File: config.mk
export PLATFORM = sky130hd
export DESIGN_NAME = nmea_gga_sentence_parser_flat
export DESIGN_NICKNAME = d
export VERILOG_FILES = /design/src/rtl/ngga_pkg.sv /design/src/rtl/ngga_in_if.sv /design/src/rtl/ngga_out_if.sv /design/src/rtl/nmea_gga_sentence_parser.sv /design/src/flat_wrapper.sv
export SDC_FILE = /design/constraint.sdc
export NUM_CORES = 2
export LEC_CHECK = 0
export BUFFER_PORTS_ARGS = -buffer_cell sky130_fd_sc_hd__buf_2
export CORE_UTILIZATION = 60
export DETAILED_ROUTE_END_ITERATION = 6
export PLACE_DENSITY = 0.84
export SYNTH_ARGS = -nofsm -noshare
export SYNTH_HDL_FRONTEND = slang
export SYNTH_SLANG_ARGS = --single-unit
export TNS_END_PERCENT = 5
File: constraint.sdc
create_clock -name clk -period 21 [get_ports clk]
set_input_delay 5.25 -clock clk [delete_from_list [all_inputs] [get_ports clk]]
set_output_delay 5.25 -clock clk [all_outputs]
set_load 0.01 [all_outputs]
File: src/rtl/ngga_pkg.sv
package ngga_pkg;

  localparam int LINE_BYTES_DEF = 128;

  // ASCII codes
  localparam logic [7:0] CH_DOLLAR = 8'h24;
  localparam logic [7:0] CH_STAR   = 8'h2A;
  localparam logic [7:0] CH_COMMA  = 8'h2C;
  localparam logic [7:0] CH_DOT    = 8'h2E;
  localparam logic [7:0] CH_PLUS   = 8'h2B;
  localparam logic [7:0] CH_MINUS  = 8'h2D;
  localparam logic [7:0] CH_CR     = 8'h0D;
  localparam logic [7:0] CH_LF     = 8'h0A;
  localparam logic [7:0] CH_ZERO   = 8'h30;
  localparam logic [7:0] CH_ONE    = 8'h31;
  localparam logic [7:0] CH_TWO    = 8'h32;
  localparam logic [7:0] CH_NINE   = 8'h39;
  localparam logic [7:0] CH_N      = 8'h4E;
  localparam logic [7:0] CH_S      = 8'h53;
  localparam logic [7:0] CH_E      = 8'h45;
  localparam logic [7:0] CH_W      = 8'h57;
  localparam logic [39:0] GGA_NAME = "GPGGA";

  // field positions by comma count
  localparam logic [3:0] FLD_NAME    = 4'd0;
  localparam logic [3:0] FLD_TIME    = 4'd1;
  localparam logic [3:0] FLD_LAT     = 4'd2;
  localparam logic [3:0] FLD_LAT_HEM = 4'd3;
  localparam logic [3:0] FLD_LON     = 4'd4;
  localparam logic [3:0] FLD_LON_HEM = 4'd5;
  localparam logic [3:0] FLD_FIX     = 4'd6;
  localparam logic [3:0] FLD_ALT     = 4'd9;
  localparam logic [3:0] GGA_FIELDS  = 4'd10;

  localparam logic [19:0] ALT_INT_LIMIT = 20'd1000000;
  localparam logic [29:0] ALT_LIMIT     = 30'd100000000;

  typedef enum logic [3:0] {
    STAT_OTHER_OK   = 4'd0,
    STAT_FIX_UPD    = 4'd1,
    STAT_NO_FIX     = 4'd2,
    STAT_SHORT      = 4'd3,
    STAT_NO_DOLLAR  = 4'd4,
    STAT_NO_STAR    = 4'd5,
    STAT_BAD_HEX    = 4'd6,
    STAT_MISMATCH   = 4'd7,
    STAT_MISSING    = 4'd8,
    STAT_BAD_TIME   = 4'd9,
    STAT_BAD_FIX    = 4'd10,
    STAT_BAD_LAT    = 4'd11,
    STAT_BAD_LON    = 4'd12,
    STAT_BAD_ALT    = 4'd13
  } status_t;

  typedef enum logic [2:0] {
    S_IDLE, S_HDR, S_BODY, S_DRAIN, S_CALC1, S_CALC2, S_OUT
  } state_t;

  // what the registered read data belongs to
  typedef enum logic [2:0] {
    K_NONE, K_DOLLAR, K_HI, K_LO, K_STAR, K_BODY, K_END
  } kind_t;

  typedef enum logic [1:0] {
    AP_INT, AP_FRAC, AP_DONE
  } alt_phase_t;

endpackage

File: src/rtl/ngga_in_if.sv
interface ngga_in_if;
  logic       valid;
  logic       ready;
  logic [7:0] rx_byte;

  modport source (output valid, output rx_byte, input ready);
  modport sink   (input valid, input rx_byte, output ready);
endinterface

File: src/rtl/ngga_out_if.sv
interface ngga_out_if;
  logic               valid;
  logic               ready;
  logic [3:0]         status;
  logic               fix_valid;
  logic [6:0]         fix_hour;
  logic [6:0]         fix_minute;
  logic [16:0]        fix_milliseconds;
  logic signed [26:0] fix_latitude;
  logic signed [30:0] fix_longitude;
  logic signed [27:0] fix_altitude_mm;

  modport source (output valid, output status, output fix_valid, output fix_hour,
                  output fix_minute, output fix_milliseconds, output fix_latitude,
                  output fix_longitude, output fix_altitude_mm, input ready);
  modport sink   (input valid, input status, input fix_valid, input fix_hour,
                  input fix_minute, input fix_milliseconds, input fix_latitude,
                  input fix_longitude, input fix_altitude_mm, output ready);
endinterface

File: src/rtl/nmea_gga_sentence_parser.sv
// Non-CR bytes are accepted while idle and written to the line memory; LF is dropped.
// CR: the line memory is read once per cycle (one read port), header bytes first,
// then the body (lines shorter than four bytes skip the reads); the result is
// registered once the output is free, and the next item is taken in the cycle after that.
// Reset (rst, synchronous): fill count, held fix and output valid clear to zero;
// the line memory is not cleared.
module nmea_gga_sentence_parser #(
  parameter int LINE_BYTES = ngga_pkg::LINE_BYTES_DEF
) (
  input  logic clk,
  input  logic rst,
  ngga_in_if.sink    in_item,
  ngga_out_if.source out_item
);

  localparam int FW = $clog2(LINE_BYTES + 1);
  localparam int AW = $clog2(LINE_BYTES);

  // hex digit: {ok, value}
  function automatic logic [4:0] hex_val(input logic [7:0] c);
    logic [4:0] r;
    if (c >= 8'h30 && c <= 8'h39)      r = {1'b1, 4'(c - 8'h30)};
    else if (c >= 8'h41 && c <= 8'h46) r = {1'b1, 4'(c - 8'h37)};
    else if (c >= 8'h61 && c <= 8'h66) r = {1'b1, 4'(c - 8'h57)};
    else                               r = 5'd0;
    return r;
  endfunction

  function automatic logic [9:0] scale3(input logic [9:0] v, input logic [2:0] n);
    logic [9:0] r;
    case (n)
      3'd1:    r = 10'(v * 10'd100);
      3'd2:    r = 10'(v * 10'd10);
      default: r = v;
    endcase
    return r;
  endfunction

  function automatic logic [13:0] scale4(input logic [13:0] v, input logic [2:0] n);
    logic [13:0] r;
    case (n)
      3'd1:    r = 14'(v * 14'd1000);
      3'd2:    r = 14'(v * 14'd100);
      3'd3:    r = 14'(v * 14'd10);
      default: r = v;
    endcase
    return r;
  endfunction

  // line memory
  logic [7:0] mem [LINE_BYTES];
  logic [7:0] rd_data;
  logic [AW-1:0] rd_addr, wr_addr;
  logic wr_en;

  ngga_pkg::state_t state, state_next;
  ngga_pkg::kind_t  issue_kind, tag_kind;

  logic [FW-1:0] fill_count, len, ix, pos;
  logic [1:0]    hstep;
  logic [3:0]    fld;
  logic          in_ready, in_acc, is_cr, is_lf;
  logic [FW-1:0] star;

  // header results
  logic       short_f, dollar_ok, star_ok, hi_ok, lo_ok;
  logic [3:0] hi_v, lo_v;
  logic [7:0] xsum;

  // field parse state
  logic        fstop, name_ok;
  logic        tm_bad;
  logic [6:0]  tm_h, tm_m, tm_s;
  logic [9:0]  t_fv;
  logic [2:0]  t_fn;
  logic        lat_bad, lat_hh;
  logic [6:0]  lat_d, lat_m;
  logic [13:0] lat_fv;
  logic [2:0]  lat_fn;
  logic [7:0]  lat_hc;
  logic        lon_bad, lon_hh;
  logic [9:0]  lon_d;
  logic [6:0]  lon_m;
  logic [13:0] lon_fv;
  logic [2:0]  lon_fn;
  logic [7:0]  lon_hc;
  logic        fix_has;
  logic [7:0]  fix_c;
  ngga_pkg::alt_phase_t alt_ph;
  logic        alt_neg, alt_any;
  logic [19:0] alt_ip;
  logic [9:0]  alt_fv;
  logic [2:0]  alt_fn;

  // arithmetic stages
  logic [12:0] lat_dm;
  logic [15:0] lon_dm;
  logic [13:0] lat_fs, lon_fs;
  logic [9:0]  ms_fs, alt_fs;
  logic [29:0] alt_ipk;
  logic [26:0] lat_mag;
  logic [30:0] lon_mag;
  logic [16:0] millis;
  logic [29:0] alt_mm;

  // held fix
  logic               have_fix;
  logic [6:0]         held_hour, held_minute;
  logic [16:0]        held_millis;
  logic signed [26:0] held_latitude;
  logic signed [30:0] held_longitude;
  logic signed [27:0] held_altitude;

  // output register
  logic               out_valid;
  logic [3:0]         o_status;
  logic               o_fix_valid;
  logic [6:0]         o_hour, o_minute;
  logic [16:0]        o_millis;
  logic signed [26:0] o_lat;
  logic signed [30:0] o_lon;
  logic signed [27:0] o_alt;

  // decision
  ngga_pkg::status_t stat;
  logic have_fix_next, upd, tm_ok, lat_ok, lon_ok, alt_ok, out_load;
  logic signed [26:0] lat_val;
  logic signed [30:0] lon_val;
  logic signed [27:0] alt_val;

  // byte decode
  logic [7:0]  c;
  logic [3:0]  dv;
  logic        dig;
  logic [23:0] alt_ip_x;

  assign is_cr  = in_item.rx_byte == ngga_pkg::CH_CR;
  assign is_lf  = in_item.rx_byte == ngga_pkg::CH_LF;
  assign in_acc = in_item.valid && in_ready;
  assign star   = FW'(len - FW'(3));
  assign wr_en  = in_acc && !is_cr && !is_lf;
  assign wr_addr = (fill_count >= FW'(LINE_BYTES)) ? AW'(0) : fill_count[AW-1:0];

  assign in_item.ready = in_ready;
  assign out_load = (state == ngga_pkg::S_OUT) && (!out_valid || out_item.ready);

  // sequencer: next state and read issue
  always_comb begin
    state_next = state;
    in_ready   = 1'b0;
    rd_addr    = AW'(0);
    issue_kind = ngga_pkg::K_NONE;
    case (state)
      ngga_pkg::S_IDLE: begin
        in_ready = 1'b1;
        if (in_acc && is_cr) begin
          state_next = (fill_count < FW'(4)) ? ngga_pkg::S_CALC1 : ngga_pkg::S_HDR;
        end
      end
      ngga_pkg::S_HDR: begin
        case (hstep)
          2'd0: begin
            rd_addr = AW'(0);
            issue_kind = ngga_pkg::K_DOLLAR;
          end
          2'd1: begin
            rd_addr = AW'(len - FW'(2));
            issue_kind = ngga_pkg::K_HI;
          end
          2'd2: begin
            rd_addr = AW'(len - FW'(1));
            issue_kind = ngga_pkg::K_LO;
          end
          default: begin
            rd_addr = star[AW-1:0];
            issue_kind = ngga_pkg::K_STAR;
            state_next = ngga_pkg::S_BODY;
          end
        endcase
      end
      ngga_pkg::S_BODY: begin
        rd_addr = ix[AW-1:0];
        if (ix < star) begin
          issue_kind = ngga_pkg::K_BODY;
        end else begin
          issue_kind = ngga_pkg::K_END;
          state_next = ngga_pkg::S_DRAIN;
        end
      end
      ngga_pkg::S_DRAIN: state_next = ngga_pkg::S_CALC1;
      ngga_pkg::S_CALC1: state_next = ngga_pkg::S_CALC2;
      ngga_pkg::S_CALC2: state_next = ngga_pkg::S_OUT;
      ngga_pkg::S_OUT: begin
        if (out_load) state_next = ngga_pkg::S_IDLE;
      end
      default: state_next = ngga_pkg::S_IDLE;
    endcase
  end

  // memory ports
  always_ff @(posedge clk) begin
    if (wr_en) mem[wr_addr] <= in_item.rx_byte;
    rd_data <= mem[rd_addr];
  end

  // control registers
  always_ff @(posedge clk) begin
    if (rst) begin
      state      <= ngga_pkg::S_IDLE;
      tag_kind   <= ngga_pkg::K_NONE;
      fill_count <= '0;
    end else begin
      state    <= state_next;
      tag_kind <= issue_kind;
      if (in_acc && is_cr) begin
        fill_count <= '0;
      end else if (wr_en) begin
        fill_count <= (fill_count >= FW'(LINE_BYTES)) ? FW'(1) : FW'(fill_count + FW'(1));
      end
    end
  end

  assign c   = rd_data;
  assign dig = (c >= ngga_pkg::CH_ZERO) && (c <= ngga_pkg::CH_NINE);
  assign dv  = 4'(c - ngga_pkg::CH_ZERO);
  assign alt_ip_x = 24'(alt_ip) * 24'd10 + 24'(dv);

  // line walk: header checks, checksum and field parse
  always_ff @(posedge clk) begin
    if (in_acc && is_cr) begin
      len <= fill_count;
      short_f <= fill_count < FW'(4);
      hstep <= 2'd0;
      ix <= FW'(1);
      pos <= '0;
      fld <= ngga_pkg::FLD_NAME;
      xsum <= 8'd0;
      fstop <= 1'b0;
      name_ok <= 1'b1;
      tm_bad <= 1'b0;  t_fn <= 3'd0;  t_fv <= '0;
      lat_bad <= 1'b0; lat_fn <= 3'd0; lat_fv <= '0; lat_hh <= 1'b0;
      lon_bad <= 1'b0; lon_fn <= 3'd0; lon_fv <= '0; lon_hh <= 1'b0;
      fix_has <= 1'b0;
      alt_ph <= ngga_pkg::AP_INT; alt_neg <= 1'b0; alt_any <= 1'b0;
      alt_ip <= '0; alt_fv <= '0; alt_fn <= 3'd0;
    end
    if (state == ngga_pkg::S_HDR) hstep <= hstep + 2'd1;
    if (state == ngga_pkg::S_BODY) ix <= ix + FW'(1);

    case (tag_kind)
      ngga_pkg::K_DOLLAR: dollar_ok <= c == ngga_pkg::CH_DOLLAR;
      ngga_pkg::K_HI: {hi_ok, hi_v} <= hex_val(c);
      ngga_pkg::K_LO: {lo_ok, lo_v} <= hex_val(c);
      ngga_pkg::K_STAR: star_ok <= c == ngga_pkg::CH_STAR;
      ngga_pkg::K_END: begin
        if (fld == ngga_pkg::FLD_NAME && pos != FW'(5)) name_ok <= 1'b0;
        if (fld < ngga_pkg::GGA_FIELDS) fld <= fld + 4'd1;
      end
      ngga_pkg::K_BODY: begin
        xsum <= xsum ^ c;
        if (c == ngga_pkg::CH_COMMA) begin
          if (fld == ngga_pkg::FLD_NAME && pos != FW'(5)) name_ok <= 1'b0;
          if (fld < ngga_pkg::GGA_FIELDS) fld <= fld + 4'd1;
          pos <= '0;
          fstop <= 1'b0;
        end else begin
          pos <= pos + FW'(1);
          case (fld)
            ngga_pkg::FLD_NAME: begin
              if (pos >= FW'(5) || c != ngga_pkg::GGA_NAME[8*(3'd4 - pos[2:0]) +: 8])
                name_ok <= 1'b0;
            end
            ngga_pkg::FLD_TIME: begin
              if (pos < FW'(6)) begin
                if (!dig) tm_bad <= 1'b1;
                case (pos[2:0])
                  3'd0: tm_h <= 7'(dv);
                  3'd1: tm_h <= 7'(tm_h * 7'd10 + 7'(dv));
                  3'd2: tm_m <= 7'(dv);
                  3'd3: tm_m <= 7'(tm_m * 7'd10 + 7'(dv));
                  3'd4: tm_s <= 7'(dv);
                  default: tm_s <= 7'(tm_s * 7'd10 + 7'(dv));
                endcase
              end else if (pos == FW'(6)) begin
                if (c != ngga_pkg::CH_DOT) tm_bad <= 1'b1;
              end else if (!fstop) begin
                if (dig && t_fn < 3'd3) begin
                  t_fv <= 10'(t_fv * 10'd10 + 10'(dv));
                  t_fn <= t_fn + 3'd1;
                end else begin
                  fstop <= 1'b1;
                end
              end
            end
            ngga_pkg::FLD_LAT: begin
              if (pos < FW'(4)) begin
                if (!dig) lat_bad <= 1'b1;
                case (pos[1:0])
                  2'd0: lat_d <= 7'(dv);
                  2'd1: lat_d <= 7'(lat_d * 7'd10 + 7'(dv));
                  2'd2: lat_m <= 7'(dv);
                  default: lat_m <= 7'(lat_m * 7'd10 + 7'(dv));
                endcase
              end else if (pos == FW'(4)) begin
                if (c != ngga_pkg::CH_DOT) lat_bad <= 1'b1;
              end else if (!fstop) begin
                if (dig && lat_fn < 3'd4) begin
                  lat_fv <= 14'(lat_fv * 14'd10 + 14'(dv));
                  lat_fn <= lat_fn + 3'd1;
                end else begin
                  fstop <= 1'b1;
                end
              end
            end
            ngga_pkg::FLD_LAT_HEM: begin
              if (pos == '0) begin
                lat_hc <= c;
                lat_hh <= 1'b1;
              end
            end
            ngga_pkg::FLD_LON: begin
              if (pos < FW'(5)) begin
                if (!dig) lon_bad <= 1'b1;
                case (pos[2:0])
                  3'd0: lon_d <= 10'(dv);
                  3'd1, 3'd2: lon_d <= 10'(lon_d * 10'd10 + 10'(dv));
                  3'd3: lon_m <= 7'(dv);
                  default: lon_m <= 7'(lon_m * 7'd10 + 7'(dv));
                endcase
              end else if (pos == FW'(5)) begin
                if (c != ngga_pkg::CH_DOT) lon_bad <= 1'b1;
              end else if (!fstop) begin
                if (dig && lon_fn < 3'd4) begin
                  lon_fv <= 14'(lon_fv * 14'd10 + 14'(dv));
                  lon_fn <= lon_fn + 3'd1;
                end else begin
                  fstop <= 1'b1;
                end
              end
            end
            ngga_pkg::FLD_LON_HEM: begin
              if (pos == '0) begin
                lon_hc <= c;
                lon_hh <= 1'b1;
              end
            end
            ngga_pkg::FLD_FIX: begin
              if (pos == '0) begin
                fix_c <= c;
                fix_has <= 1'b1;
              end
            end
            ngga_pkg::FLD_ALT: begin
              case (alt_ph)
                ngga_pkg::AP_INT: begin
                  if (pos == '0 && (c == ngga_pkg::CH_PLUS || c == ngga_pkg::CH_MINUS)) begin
                    alt_neg <= c == ngga_pkg::CH_MINUS;
                  end else if (dig) begin
                    alt_ip <= (alt_ip_x > 24'(ngga_pkg::ALT_INT_LIMIT)) ?
                              ngga_pkg::ALT_INT_LIMIT : 20'(alt_ip_x);
                    alt_any <= 1'b1;
                  end else if (c == ngga_pkg::CH_DOT) begin
                    alt_ph <= ngga_pkg::AP_FRAC;
                  end else begin
                    alt_ph <= ngga_pkg::AP_DONE;
                  end
                end
                ngga_pkg::AP_FRAC: begin
                  if (dig && alt_fn < 3'd3) begin
                    alt_fv <= 10'(alt_fv * 10'd10 + 10'(dv));
                    alt_fn <= alt_fn + 3'd1;
                  end else begin
                    alt_ph <= ngga_pkg::AP_DONE;
                  end
                end
                default: ;
              endcase
            end
            default: ;
          endcase
        end
      end
      default: ;
    endcase

    // arithmetic, stage one: degrees to minutes, fraction scaling
    if (state == ngga_pkg::S_CALC1) begin
      lat_dm  <= 13'(lat_d) * 13'd60 + 13'(lat_m);
      lon_dm  <= 16'(lon_d) * 16'd60 + 16'(lon_m);
      lat_fs  <= scale4(lat_fv, lat_fn);
      lon_fs  <= scale4(lon_fv, lon_fn);
      ms_fs   <= scale3(t_fv, t_fn);
      alt_fs  <= scale3(alt_fv, alt_fn);
      alt_ipk <= 30'(alt_ip) * 30'd1000;
    end
    // stage two: final magnitudes
    if (state == ngga_pkg::S_CALC2) begin
      lat_mag <= 27'(lat_dm) * 27'd10000 + 27'(lat_fs);
      lon_mag <= 31'(lon_dm) * 31'd10000 + 31'(lon_fs);
      millis  <= 17'(tm_s) * 17'd1000 + 17'(ms_fs);
      alt_mm  <= (alt_ipk + 30'(alt_fs) > ngga_pkg::ALT_LIMIT) ?
                 ngga_pkg::ALT_LIMIT : alt_ipk + 30'(alt_fs);
    end
  end

  // verdict in priority order
  assign tm_ok  = !tm_bad && t_fn != 3'd0;
  assign lat_ok = !lat_bad && lat_fn != 3'd0 && lat_hh &&
                  (lat_hc == ngga_pkg::CH_N || lat_hc == ngga_pkg::CH_S);
  assign lon_ok = !lon_bad && lon_fn != 3'd0 && lon_hh &&
                  (lon_hc == ngga_pkg::CH_E || lon_hc == ngga_pkg::CH_W);
  assign alt_ok = alt_any || alt_fn != 3'd0;
  assign lat_val = (lat_hc == ngga_pkg::CH_S) ? -$signed(lat_mag) : $signed(lat_mag);
  assign lon_val = (lon_hc == ngga_pkg::CH_W) ? -$signed(lon_mag) : $signed(lon_mag);
  assign alt_val = alt_neg ? -$signed(28'(alt_mm)) : $signed(28'(alt_mm));

  always_comb begin
    have_fix_next = have_fix;
    upd = 1'b0;
    if (short_f) stat = ngga_pkg::STAT_SHORT;
    else if (!dollar_ok) stat = ngga_pkg::STAT_NO_DOLLAR;
    else if (!star_ok) stat = ngga_pkg::STAT_NO_STAR;
    else if (!hi_ok || !lo_ok) stat = ngga_pkg::STAT_BAD_HEX;
    else if (xsum != {hi_v, lo_v}) stat = ngga_pkg::STAT_MISMATCH;
    else if (!name_ok) stat = ngga_pkg::STAT_OTHER_OK;
    else if (fld < ngga_pkg::GGA_FIELDS) stat = ngga_pkg::STAT_MISSING;
    else if (!tm_ok) stat = ngga_pkg::STAT_BAD_TIME;
    else if (!fix_has) stat = ngga_pkg::STAT_BAD_FIX;
    else if (fix_c == ngga_pkg::CH_ZERO) begin
      have_fix_next = 1'b0;
      stat = ngga_pkg::STAT_NO_FIX;
    end else if (fix_c != ngga_pkg::CH_ONE && fix_c != ngga_pkg::CH_TWO) begin
      stat = ngga_pkg::STAT_BAD_FIX;
    end else begin
      have_fix_next = 1'b1;
      if (!lat_ok) stat = ngga_pkg::STAT_BAD_LAT;
      else if (!lon_ok) stat = ngga_pkg::STAT_BAD_LON;
      else if (!alt_ok) stat = ngga_pkg::STAT_BAD_ALT;
      else begin
        stat = ngga_pkg::STAT_FIX_UPD;
        upd = 1'b1;
      end
    end
  end

  // held fix and output register
  always_ff @(posedge clk) begin
    if (rst) begin
      out_valid      <= 1'b0;
      have_fix       <= 1'b0;
      held_hour      <= '0;
      held_minute    <= '0;
      held_millis    <= '0;
      held_latitude  <= '0;
      held_longitude <= '0;
      held_altitude  <= '0;
    end else begin
      if (out_valid && out_item.ready) out_valid <= 1'b0;
      if (out_load) begin
        out_valid <= 1'b1;
        have_fix  <= have_fix_next;
        if (upd) begin
          held_hour      <= tm_h;
          held_minute    <= tm_m;
          held_millis    <= millis;
          held_latitude  <= lat_val;
          held_longitude <= lon_val;
          held_altitude  <= alt_val;
        end
      end
    end
  end

  always_ff @(posedge clk) begin
    if (out_load) begin
      o_status    <= stat;
      o_fix_valid <= have_fix_next;
      o_hour      <= upd ? tm_h    : held_hour;
      o_minute    <= upd ? tm_m    : held_minute;
      o_millis    <= upd ? millis  : held_millis;
      o_lat       <= upd ? lat_val : held_latitude;
      o_lon       <= upd ? lon_val : held_longitude;
      o_alt       <= upd ? alt_val : held_altitude;
    end
  end

  assign out_item.valid            = out_valid;
  assign out_item.status           = o_status;
  assign out_item.fix_valid        = o_fix_valid;
  assign out_item.fix_hour         = o_hour;
  assign out_item.fix_minute       = o_minute;
  assign out_item.fix_milliseconds = o_millis;
  assign out_item.fix_latitude     = o_lat;
  assign out_item.fix_longitude    = o_lon;
  assign out_item.fix_altitude_mm  = o_alt;

endmodule

File: src/flat_wrapper.sv
// flat-port wrapper written by rule: the top's interface ports become plain ports
module nmea_gga_sentence_parser_flat 
#(
  parameter int LINE_BYTES = ngga_pkg::LINE_BYTES_DEF
)
  (clk, rst, in_item_valid, in_item_rx_byte, in_item_ready, out_item_valid, out_item_status, out_item_fix_valid, out_item_fix_hour, out_item_fix_minute, out_item_fix_milliseconds, out_item_fix_latitude, out_item_fix_longitude, out_item_fix_altitude_mm, out_item_ready);
  ngga_in_if in_item_i ();
  ngga_out_if out_item_i ();
  input  logic clk;
  input  logic rst;
  input wire logic [$bits(in_item_i.valid)-1:0] in_item_valid;
  input wire logic [$bits(in_item_i.rx_byte)-1:0] in_item_rx_byte;
  output wire logic [$bits(in_item_i.ready)-1:0] in_item_ready;
  output wire logic [$bits(out_item_i.valid)-1:0] out_item_valid;
  output wire logic [$bits(out_item_i.status)-1:0] out_item_status;
  output wire logic [$bits(out_item_i.fix_valid)-1:0] out_item_fix_valid;
  output wire logic [$bits(out_item_i.fix_hour)-1:0] out_item_fix_hour;
  output wire logic [$bits(out_item_i.fix_minute)-1:0] out_item_fix_minute;
  output wire logic [$bits(out_item_i.fix_milliseconds)-1:0] out_item_fix_milliseconds;
  output wire logic [$bits(out_item_i.fix_latitude)-1:0] out_item_fix_latitude;
  output wire logic [$bits(out_item_i.fix_longitude)-1:0] out_item_fix_longitude;
  output wire logic [$bits(out_item_i.fix_altitude_mm)-1:0] out_item_fix_altitude_mm;
  input wire logic [$bits(out_item_i.ready)-1:0] out_item_ready;
  assign in_item_i.valid = in_item_valid;
  assign in_item_i.rx_byte = in_item_rx_byte;
  assign in_item_ready = in_item_i.ready;
  assign out_item_valid = out_item_i.valid;
  assign out_item_status = out_item_i.status;
  assign out_item_fix_valid = out_item_i.fix_valid;
  assign out_item_fix_hour = out_item_i.fix_hour;
  assign out_item_fix_minute = out_item_i.fix_minute;
  assign out_item_fix_milliseconds = out_item_i.fix_milliseconds;
  assign out_item_fix_latitude = out_item_i.fix_latitude;
  assign out_item_fix_longitude = out_item_i.fix_longitude;
  assign out_item_fix_altitude_mm = out_item_i.fix_altitude_mm;
  assign out_item_i.ready = out_item_ready;
  nmea_gga_sentence_parser #(.LINE_BYTES(LINE_BYTES)) u_core (.clk(clk), .rst(rst), .in_item(in_item_i), .out_item(out_item_i));
endmodule
==> results.yml <==
global_routing:
  grt_pass1_vias: 64373
  grt_max_degree: 198
  grt_overflow: 0
  antenna_found_initial: 7
  grt_pass1_wl_microns: 352000
  track_usage: 0.284
synth:
  syn_area_per_cell_sq_um: 11.4
  synth-compound-area-share: 0.123
  yosysTopAreaCell: "edfxtp_1"
  synth.mux.area_fraction: 0.0129
  synth_fp_nets: 9105
  synth_ff_type: "edfxtp_1"
  synth_common_cells: "edfxtp_1, nand2_1, ha_1"
  synth_adder_area_share: 0.138
  ys_seq_elements: 1713
  synthesis.area_sq_um: 93300
  yosysWarnings: 0
  synth_area_leaders: "edfxtp_1, ha_1, fa_1"
  yosysUniqueCellTypes: 94
  synthSimpleGateAreaFrac: 0.114
  synth_top_family_by_area: "adder cells"
  synthMostInstantiatedCell: "edfxtp_1"
  synth-async-reset-ratio: 0
  synth_xor_area_frac: 0.0456
  synth_cells: 8218
  synth_top_area_frac: 0.475
  synth-seq-area-share: 0.526
  synth-edff-count: 1476
setup_path:
  worstPathCellList: "buf_4 -> or3b_2 -> a21oi_1 -> nor3_1 -> nand3_2 -> nor2_1"
  cp-start-kind: "input port"
  worstPathArrival_ns: 8.57
  reg2reg_depth: 14
  worstReg2RegEnd: "u_core.c[7]"
  crit_required_ns: 21.40
  path_class: "in -> reg"
  reg2reg_from: "u_core.hstep[0]"
  crit_fanout: 56
  crit_cells: 6
  critPathTopFamily: "simple AND/OR/NAND/NOR gates"
  crit_path_top_delay_cell: "nor2_1"
  crit_start: "in_item_rx_byte[2]"
  crit_path_end: "u_core.mem[82][0]"
  slowest_delay_ns: 0.92
  cp-end-kind: "flop"
  cp.buffers_inverters: 1
  r2r_slack_ns: 14.74
timing:
  setup_slack_ns: 12.83
  fin_crit_ns: 8.17
  fin_crit_sh: 0.389
  finalHoldViolations: 0
  drv_slew: 0
  worst_pin_slew_ns: 1.38
  slew_headroom: 0.0697
  finalSetupTns_ns: 0
  setup_viol: 0
  worst_clock_skew_ns: 0.0897
  fmax_mhz: 122
  rsz0062_at_grt: "false"
clock_tree:
  cts_max_path_buffers: 3
  ctsHoldBuffers: 0
  cts_num_sinks: 1713
  htreeDepth: 4
  numCtsBuffers: 171
  insertion_delay_ns: 0.84
  post_cts_buffers: 0
  cts_root_buffer: "clkbuf_16"
  tritoncts: "built"
  cts_resized: 0
  path_clk_slew_ns: 0.06
finish:
  finalNonFillerCells: 10343
  multi_input_area_sq_um: 40700
  drive_gt1_frac: 0.0683
  layout.nets: 9043
  syn2layout_area_growth_pct: 8.46
  post-route-util: 0.656
  regArea_sq_um: 49100
  nFillCells: 10747
route:
  first_pass_iters: 7
  first_iter_violations: 7763
  num_vias: 65287
  via_per_inst: 6.31
  routed_wl_microns: 225000
  postRouteAntennaNets: 0
  detail_route.wl_per_cell_microns: 21.8
  drc: 82
power_and_ir_drop:
  p_total_w: 0.0112
  power.leakage_nw: 38.2
  p_per_area_nw_per_um2: 111
  peakVddDrop_uv: 101
die:
  num_rows: 144
  dieArea_sq_um: 157000
  chipWidth_microns: 396
  initial_core_util: 0.605
  io_pins: 136
  die_y_microns: 396
  coreArea_sq_um: 154000
outcome:
  violations: "DRC"
  status: "finished with violations"
placed_design:
  place.gp.congestion: 0.911
  dp_worst_setup_slack_ns: 12.12
  place_inst: 10027
  hpwl_microns: 147000
  portBuffers: 135
hold_path:
  hold_path_class: "reg -> reg"
job:
  maxCapViolations: 0
## cell families (layout without fill, tap and decap cells)
group | after synthesis | in the layout
AOI/OAI and AO/OA | 1754 | 1754
xor gates and xnor gates | 486 | 486
adders and majority gates | 876 | 876
buffers and inverters | 985 | 1065
DFF | 1713 | 1713
muxes | 114 | 114
other | 1 | 2
and+or+nand+nor | 2289 | 2289
## layout make-up
cell class | count | area share
tap | 2044 | 0.0253
timing repair buffer | 193 | 0.0117
multi-input combinational | 5520 | 0.402
clock inverter | 106 | 0.0112
sequential | 1713 | 0.485
inverter | 557 | 0.0207
clock buffer | 209 | 0.0445
antenna | 1 | 0.0000247
## how the worst min path moves through the flow
stage                           startpoint           endpoint  slack [ns]  cells past startpoint
after floorplan           u_core.lat_fs[0]  u_core.lat_mag[0]        0.40                      0
after global placement     u_core.ms_fs[2]   u_core.millis[2]        0.40                      0
after detailed placement   u_core.ms_fs[0]   u_core.millis[0]        0.41                      0
after CTS                  u_core.ms_fs[0]   u_core.millis[0]        0.42                      0
after global routing       u_core.ms_fs[2]   u_core.millis[2]        0.42                      0
final                      u_core.ms_fs[2]   u_core.millis[2]        0.42                      0
## cells in the final DEF (no fill, tap or decap), types with 134 or more instances in the layout
cell type	count
o21ai_0	243
a311oi_1	134
xor2_1	179
edfxtp_1	1476
dfxtp_1	234
nand2_1	910
a211oi_1	333
clkbuf_16	173
nor2_1	511
xnor2_1	307
and3_1	286
inv_1	555
nand3_1	140
fa_1	261
a31oi_1	157
a21oi_1	506
ha_1	614
## state kept, by name (all words and copies together) (netlist names), 28 cells and up
signal and cells:
u_core.alt_mm 28, u_core.held_altitude 28, u_core.held_longitude 31, u_core.lon_mag 31, u_core.mem 1024, u_core.out_item.fix_altitude_mm 28, u_core.out_item.fix_longitude 31
## layer usage
layer / global-route usage / up-vias / wire length [microns]
met5: 0 / - / 40
met4: 0.116 / 6 / 9230
met3: 0.0525 / 630 / 21800
met2: 0.461 / 3449 / 106000
met1: 0.377 / 31440 / 88000
li1: - / 29762 / -
## where the power goes
group | switching [W] | total [W] | internal (W) | leakage, nW
registers | 0.0000977 | 0.00399 | 0.00390 | 15.1
clock network | 0.00135 | 0.00305 | 0.00170 | 2.73
logic | 0.00246 | 0.00419 | 0.00173 | 20.4
## stage by stage
step,hold slack (ns),instance area (sq um)
2_1_floorplan,0.400,93300
3_3_place_gp,0.400,95600
3_5_place_dp,0.415,95600
4_1_cts,0.419,101000
5_1_grt,0.424,101000
6_report,0.416,101000
Note: power is estimated with default switching activity, not from simulation.
